[src/design/nts_pkg.sv]
// ---------------------------------------------------------------------------
// nts_pkg
// Shared types and constants for the nearest target search block: store
// geometry, field widths, opcodes, sequencer states and scan unit structs.
// ---------------------------------------------------------------------------
`default_nettype none

package nts_pkg;

   // target store geometry
   localparam int MAX_TARGETS = 256;
   localparam int IDX_W       = (MAX_TARGETS > 1) ? $clog2(MAX_TARGETS) : 1;
   localparam int COUNT_W     = $clog2(MAX_TARGETS + 1);

   // field widths
   localparam int COORD_W  = 16;
   localparam int ENTRY_W  = 2 * COORD_W;
   localparam int OFFSET_W = COORD_W + 1;
   localparam int DIST_W   = 20;
   localparam int SUM_W    = COORD_W + 1;
   localparam int OPCODE_W = 2;

   // distance reported when no target is in range
   localparam logic [DIST_W-1:0] NONE_DISTANCE = DIST_W'(999999);

   // radius after reset
   localparam logic [COORD_W-1:0] RADIUS_RESET = COORD_W'(16);

   // opcodes
   typedef logic [OPCODE_W-1:0] opcode_type;
   localparam opcode_type OP_CLEAR = 2'd0;
   localparam opcode_type OP_LOAD  = 2'd1;
   localparam opcode_type OP_QUERY = 2'd2;

   // sequencer states
   typedef enum logic [1:0] {
      ST_IDLE,
      ST_SCAN,
      ST_DRAIN,
      ST_RESP
   } state_type;

   // sequencer to scan unit
   typedef struct packed {
      logic init;
      logic data_valid;
   } scan_ctrl_type;

   // best match held by the scan unit
   typedef struct packed {
      logic                       found;
      logic signed [OFFSET_W-1:0] offset_x;
      logic signed [OFFSET_W-1:0] offset_y;
      logic [DIST_W-1:0]          distance;
   } scan_result_type;

endpackage

`default_nettype wire

[src/design/nts_scan_unit.sv]
// ---------------------------------------------------------------------------
// nts_scan_unit
// Shared distance unit: takes one stored target per cycle, checks it against
// the radius, forms its Manhattan distance and keeps the first strict best.
// ---------------------------------------------------------------------------
`default_nettype none

module nts_scan_unit (
   input  wire logic                          clock,
   input  wire logic                          reset,
   input  wire nts_pkg::scan_ctrl_type        ctrl,
   input  wire logic [nts_pkg::ENTRY_W-1:0]   rd_data,
   input  wire logic [nts_pkg::COORD_W-1:0]   agent_x,
   input  wire logic [nts_pkg::COORD_W-1:0]   agent_y,
   input  wire logic [nts_pkg::COORD_W-1:0]   radius,
   output logic                               busy,
   output nts_pkg::scan_result_type           result
);

   logic [nts_pkg::COORD_W-1:0]  tx;
   logic [nts_pkg::COORD_W-1:0]  ty;
   logic [nts_pkg::OFFSET_W-1:0] diff_x;
   logic [nts_pkg::OFFSET_W-1:0] diff_y;
   logic [nts_pkg::OFFSET_W-1:0] neg_x;
   logic [nts_pkg::OFFSET_W-1:0] neg_y;
   logic [nts_pkg::COORD_W-1:0]  ax;
   logic [nts_pkg::COORD_W-1:0]  ay;

   logic                         s2_valid_ff;
   logic [nts_pkg::COORD_W-1:0]  s2_ax_ff;
   logic [nts_pkg::COORD_W-1:0]  s2_ay_ff;
   logic                         s2_in_range_ff;
   logic [nts_pkg::OFFSET_W-1:0] s2_off_x_ff;
   logic [nts_pkg::OFFSET_W-1:0] s2_off_y_ff;

   logic [nts_pkg::SUM_W-1:0]    sum;
   logic                         better;

   logic                         best_found_ff;
   logic [nts_pkg::OFFSET_W-1:0] best_off_x_ff;
   logic [nts_pkg::OFFSET_W-1:0] best_off_y_ff;
   logic [nts_pkg::DIST_W-1:0]   best_dist_ff;

   // offsets and absolute offsets of the target word
   always_comb begin
      tx     = rd_data[nts_pkg::COORD_W-1:0];
      ty     = rd_data[nts_pkg::ENTRY_W-1:nts_pkg::COORD_W];
      diff_x = {1'b0, tx} - {1'b0, agent_x};
      diff_y = {1'b0, ty} - {1'b0, agent_y};
      neg_x  = nts_pkg::OFFSET_W'(0) - diff_x;
      neg_y  = nts_pkg::OFFSET_W'(0) - diff_y;
      ax     = diff_x[nts_pkg::OFFSET_W-1] ? neg_x[nts_pkg::COORD_W-1:0]
                                           : diff_x[nts_pkg::COORD_W-1:0];
      ay     = diff_y[nts_pkg::OFFSET_W-1] ? neg_y[nts_pkg::COORD_W-1:0]
                                           : diff_y[nts_pkg::COORD_W-1:0];
   end

   // offset stage register
   always_ff @(posedge clock) begin
      if (reset) begin
         s2_valid_ff <= 1'b0;
      end else begin
         s2_valid_ff <= ctrl.data_valid && !ctrl.init;
      end
      s2_ax_ff       <= ax;
      s2_ay_ff       <= ay;
      s2_in_range_ff <= (ax <= radius) && (ay <= radius);
      s2_off_x_ff    <= diff_x;
      s2_off_y_ff    <= diff_y;
   end

   // distance and strict compare against the best so far
   always_comb begin
      sum    = {1'b0, s2_ax_ff} + {1'b0, s2_ay_ff};
      better = s2_valid_ff && s2_in_range_ff &&
               (nts_pkg::DIST_W'(sum) < best_dist_ff);
   end

   // best match register
   always_ff @(posedge clock) begin
      if (reset || ctrl.init) begin
         best_found_ff <= 1'b0;
         best_off_x_ff <= '0;
         best_off_y_ff <= '0;
         best_dist_ff  <= nts_pkg::NONE_DISTANCE;
      end else if (better) begin
         best_found_ff <= 1'b1;
         best_off_x_ff <= s2_off_x_ff;
         best_off_y_ff <= s2_off_y_ff;
         best_dist_ff  <= nts_pkg::DIST_W'(sum);
      end
   end

   assign busy            = s2_valid_ff;
   assign result.found    = best_found_ff;
   assign result.offset_x = best_off_x_ff;
   assign result.offset_y = best_off_y_ff;
   assign result.distance = best_dist_ff;

   // no match means the empty answer
   a_none_values: assert property (@(posedge clock) disable iff (reset)
      !best_found_ff |-> (best_dist_ff == nts_pkg::NONE_DISTANCE) &&
                         (best_off_x_ff == '0) && (best_off_y_ff == '0))
      else $error("empty result not in its reset form");

   // a match appears only from a scanned word
   a_found_source: assert property (@(posedge clock) disable iff (reset)
      $rose(best_found_ff) |-> $past(s2_valid_ff))
      else $error("match set without a scanned word");

   // best distance never grows within a search
   a_monotonic: assert property (@(posedge clock) disable iff (reset)
      (!$past(reset) && !$past(ctrl.init)) |-> (best_dist_ff <= $past(best_dist_ff)))
      else $error("best distance grew during a search");

endmodule

`default_nettype wire

[config.mk]
export PLATFORM = sky130hd
export DESIGN_NAME = nts_scan_unit
export DESIGN_NICKNAME = d
export VERILOG_FILES = /design/src/design/nts_pkg.sv /design/src/design/nts_scan_unit.sv
export SDC_FILE = /design/constraint.sdc
export NUM_CORES = 1
export LEC_CHECK = 0
export BUFFER_PORTS_ARGS = -buffer_cell sky130_fd_sc_hd__buf_2
export CORE_MARGIN = 2
export CORE_UTILIZATION = 38
export DETAILED_ROUTE_END_ITERATION = 10
export SYNTH_ARGS = -nofsm -noshare
export SYNTH_HDL_FRONTEND = slang
export SYNTH_SLANG_ARGS = --single-unit
[constraint.sdc]
create_clock -name clock -period 8.15 [get_ports clock]
set_input_delay 2.0375 -clock clock [delete_from_list [all_inputs] [get_ports clock]]
set_output_delay 2.0375 -clock clock [all_outputs]
set_load 0.02 [all_outputs]
[Word level (Yosys, flattened, before mapping)]
Index checks and enable logic that the tools add are counted.
Cells by class
  add/subtract/negate cells: 5
  magnitude comparators: 3
  mux-type cells: 2
  reduce and logical (&&, ||, !) cells: 6
Operator list (count)
  subtractor 16 x 16 -> 17 bit: 2
  less-or-equal comparator 16 bit: 2
  two-way mux 16 bit: 2
  subtractor 1 x 16 -> 16 bit (first input constant): 2
  < comparator 17 x 20 -> 1 bit: 1
  adder 16 x 16 -> 17 bit: 1
  logical AND 1 bit: 4
  zero test 1 bit: 1
  logical OR 1 bit: 1
Storage, ports and cells
  bits in registers: 123
  input port bits: 84
  output and inout bits: 56
  word-level logic and storage cells: 26

[Logic depth before layout (Yosys ltp)]
  depth after elaboration: 5
  depth in mapped cells: 24
  gate-level depth less buffers: 24

[Worst setup path after synthesis]
OpenSTA, ideal clock, no wires.
  path type: input-to-reg
  from: in rd_data[0] (netlist bit)
  to: reg s2_in_range_ff
  library setup time: 74 ps
  arrival: 5735 ps
  required time: 8076 ps
  setup slack: 2341 ps
  stages on the path: 23
  buffers on the path: 1
  cells stage by stage: inv_1 ha_1 fa_1 nor2b_1 o21ai_1 a21oi_2 o21a_1 a221oi_4 a211oi_2 a31o_2 inv_2 buf_6 o21ai_0 ha_1 nor2b_1 o21a_1 o21a_1 o21a_1 o21a_1 o21a_1 o21ai_0 nand3b_1 a31oi_1
Between the ends
  elaborated cells on any way between the ends: 5
  those cells by class: add/sub: 2; order compare: 1; mux: 1; reduce/logical: 1
RTL lines
  start, declared: RTL line nts_scan_unit.sv:12  | input wire logic [nts_pkg::ENTRY_W-1:0] rd_data,
  subtractor 16 x 16 -> 17 bit: RTL line nts_scan_unit.sv:48  | diff_x = {1'b0, tx} - {1'b0, agent_x};
  named net diff_x (one bit): RTL line nts_scan_unit.sv:22  | logic [nts_pkg::OFFSET_W-1:0] diff_x;
  two-way mux 16 bit: RTL line nts_scan_unit.sv:52  | ax = diff_x[nts_pkg::OFFSET_W-1] ? neg_x[nts_pkg::COORD_W-1:0]
  named net ax (one bit): RTL line nts_scan_unit.sv:26  | logic [nts_pkg::COORD_W-1:0] ax;
  less-or-equal comparator 16 bit: RTL line nts_scan_unit.sv:67  | s2_in_range_ff <= (ax <= radius) && (ay <= radius);
  logical AND 1 bit: RTL line nts_scan_unit.sv:67
  end signal, assigned: RTL line nts_scan_unit.sv:67
  end, declared: RTL line nts_scan_unit.sv:32  | logic s2_in_range_ff;
The timed path passes the listed nets, and every way through them passes these cells.
A chain may end at the register's enable or synchronous reset.

[Worst setup path after layout]
  from: in rd_data[0] (netlist bit)
  to: reg s2_in_range_ff
Between the ends
  word-level cells in the longest chain between the ends: 5
RTL lines
  subtractor 16 x 16 -> 17 bit *: RTL line nts_scan_unit.sv:48
  subtractor 1 x 16 -> 16 bit: RTL line nts_scan_unit.sv:50  | neg_x = nts_pkg::OFFSET_W'(0) - diff_x;
  two-way mux 16 bit *: RTL line nts_scan_unit.sv:52
  named net ax (one bit): RTL line nts_scan_unit.sv:26
  less-or-equal comparator 16 bit *: RTL line nts_scan_unit.sv:67
  logical AND 1 bit *: RTL line nts_scan_unit.sv:67
Mark *: on every way through the listed nets, which the timed path passes. The rest lies on a longest branch.

==> run metrics <==
Post-synth top flop=dfxtp_1; final hold viol count=0; vias post-DR=between 5000 and 6000; mean area per synthesized cell=~9.1 sq um; Die W=143 microns; GR Layer Usage met1=22.9%; Tcrit/Tclk final=between 70% and 80%; worst skew pair latency=~0.42 ns; fin area=between 8000 and 9000 sq um; Max Freq=about 170 MHz; WL final=~17000 microns; H-tree lvl count=4; share of the synthesized area in the top cell type=32.5%; Setup crit start kind=primary input; CTS Hold Bufs=0; number of synthesized register bits=119; NumNets Final=1133; clock sinks=around 120; root buffer cell=clkbuf_16; first-pass GRT wire length=28400 microns; CTS tree=yes; Peak VDD IR=between 100 and 150 uV; Clock Tree Buf Depth=2; largest net degree at the start of global routing=45; minimum clock period=just under 6 ns; DR vias/cell=~4.8; wire length per cell=~14 microns; Die Height=between 100 and 150 microns; R2R setup slack=roughly 3 ns; WP data arrival=between 6 and 7 ns; Detailed Route Iter0 Violations=approximately 260; Hold Path Depth=2; R2R depth=17; setup violators final=0; met2 GRT Util=29.1%; Final Max Tran Viols=0; unrepaired setup endpoints after global routing=no; outcome=finished clean; Max Cap Violations=0; Crit. End Element=register; Synth Warn #=0; setup TNS=0 ns; vias in the first global route=~5700; GRT Resource Usage Total=between 10% and 20%; GRT met3 Usage=5.37%; synthesized area=~7300 sq um; Synth cell types=slightly below 80; DRT antenna net count=0; Port Buffer Count=139; layout filler cell count=1824; Placer Congestion=0.837; synth top area cells=dfxtp_1 33%, ha_1 17%, mux2i_1 6.7%; relative slew slack=35.1%; static leakage=~4.5 nW; Seq/Total Area, Yosys=32.5%; IO Pins=140; Placed Area=~8300 sq um; Detail Placement HPWL=13700 microns; WS Path Type=primary input to register; Synth area leader=dfxtp_1; area growth from synthesis to layout=21.8%; Async S/R FF share, synth=0%; clock-pin slew on the worst setup and hold paths=around 0.050 ns; number of synthesized flops with an enable pin=0; dpl cells=1189; final routed DRC violation total=0; post-CTS resize count=0; Initial Util=about two fifths; initial antenna violation count=2; worst endpoint required time=between 8 and 9 ns; TritonCTS Buffers=17; CP max FO=11; PwrDens=300 nW/um^2; Worst Tran Pin Value=~1 ns; grt peak-use layer=met2; die footprint=20400 sq um; postcts setup bufs=0; net count after synthesis=about 1000; Core ar.=~19000 sq um; First-pass DRT Iterations=5; Hold Path Class=register to register; fin cells=approximately 1200; Remaining Overflow, GRT=0; Setup Skew=approximately 0.011 ns; share of cells above drive strength 1=around 21%; Post-Syn Instances=between 800 and 900; Cell Rows=50
==> cell type report <==
class / count / area, sq um / share of cell area [%]
inverters: 91 / 342 / 3.83
well taps: 260 / 325 / 3.65
repair buffers: 140 / 703 / 7.88
diodes: 2 / 5.00 / 0.0561
flip-flops and latches: 119 / 2380 / 26.7
multi-input cells: 579 / 4510 / 50.6
clock buffers: 23 / 478 / 5.36
clock inverters: 9 / 170 / 1.91
==> path summary, 6_finish.rpt <==
| kind | from | to |
|---|---|---|
| setup / recovery | rd_data[0] | s2_in_range_ff |
| hold / removal | s2_off_y_ff[2] | best_off_y_ff[2] |
| hold reg to reg | s2_off_y_ff[2] | best_off_y_ff[2] |
| setup reg to reg | s2_off_x_ff[0] | best_off_x_ff[13] |
==> critical path: stages <==
cell and delay, ns:
buf_2 0.08, inv_1 0.03, ha_1 0.23, fa_1 0.41
nor2b_1 0.13, o21ai_1 0.09, a21oi_2 0.23, o21a_1 0.24
a221oi_4 0.09, a211oi_2 0.28, a31o_2 0.29, inv_2 0.13
o21ai_0 0.23, ha_1 0.28, nor2b_1 0.14, o21a_1 0.17
o21a_1 0.16, o21a_1 0.16, o21a_1 0.18, o21a_1 0.16
o21ai_0 0.14, nand3b_1 0.09, a31oi_1 0.16
==> kinds of logic (layout without fill, tap and decap cells) <==
| kind of cell | Yosys count | after routing | share of synthesized area [%] |
|---|---|---|---|
| flip-flops | 119 | 119 | 32.5 |
| XOR/XNOR | 60 | 60 | 7.28 |
| AND/OR/NAND/NOR | 199 | 199 | 13.5 |
| adder cells (fa/ha/maj) | 101 | 101 | 17.6 |
| other | 0 | 2 | 0 |
| AO/OA/AOI/OAI | 170 | 170 | 16.6 |
| multiplexers | 49 | 49 | 6.70 |
| buffers and inverters | 107 | 263 | 5.86 |
==> sequential cells by signal, summed over array words and instances (netlist names) <==
name and flops:
best_dist_ff 18, best_off_x_ff 17, best_off_y_ff 17, s2_off_x_ff 17, s2_ay_ff 16, s2_off_y_ff 16
s2_ax_ff 15, best_found_ff 1, busy 1, s2_in_range_ff 1
==> routing by layer <==
layer	wire, microns	vias to the layer above
li1	-	3114
met3	807	17
met4	138	0
met5	0	-
met1	8340	2637
met2	7920	102
==> layout by cell type (no fill, tap or decap), drive strengths merged, types with 23 or more instances in the layout <==
cell type	instances
buf	140
o21ai	36
ha	98
dfxtp	119
nand2	38
nor2	73
inv	91
mux2i	49
a21oi	45
xnor2	39
clkbuf	23
==> where the power goes <==
group	leakage, nW	internal (mW)	switching (mW)	total (mW)
Clock	0.321	0.564	0.254	0.819
Sequential	0.985	0.690	0.0480	0.738
Combinational	3.24	0.490	0.631	1.12
Total	4.55	1.74	0.933	2.68
==> synthesized netlist by cell type, drive strengths merged, types with 4 or more instances <==
cell / instances
o21ai: 36
clkbuf: 6
o211ai: 5
nor2b: 16
xnor2: 39
buf: 10
ha: 98
nor4: 4
nor3: 16
xor2: 21
nand2: 38
nand2b: 8
o31ai: 6
nand4: 11
o21a: 16
nor2: 73
mux2i: 49
inv: 91
nand3: 11
a211oi: 6
o311ai: 5
a31oi: 9
a21oi: 45
a21o: 18
dfxtp: 119
==> metrics by stage <==
step / power, mW / worst slack [ns] / utilization, % / hold slack, ns
3_5_place_dp: 1.87 / 1.93 / 43.9 / 0.449
6_report: 2.68 / 2.35 / 47.4 / 0.457
3_3_place_gp: 1.86 / 2.03 / 43.9 / 0.439
4_1_cts: 2.70 / 2.38 / 47.3 / 0.461
2_1_floorplan: 1.61 / 2.34 / - / 0.437
5_1_grt: 2.89 / 2.01 / 47.3 / 0.482
No activity file was read; power rests on OpenSTA's default activity.
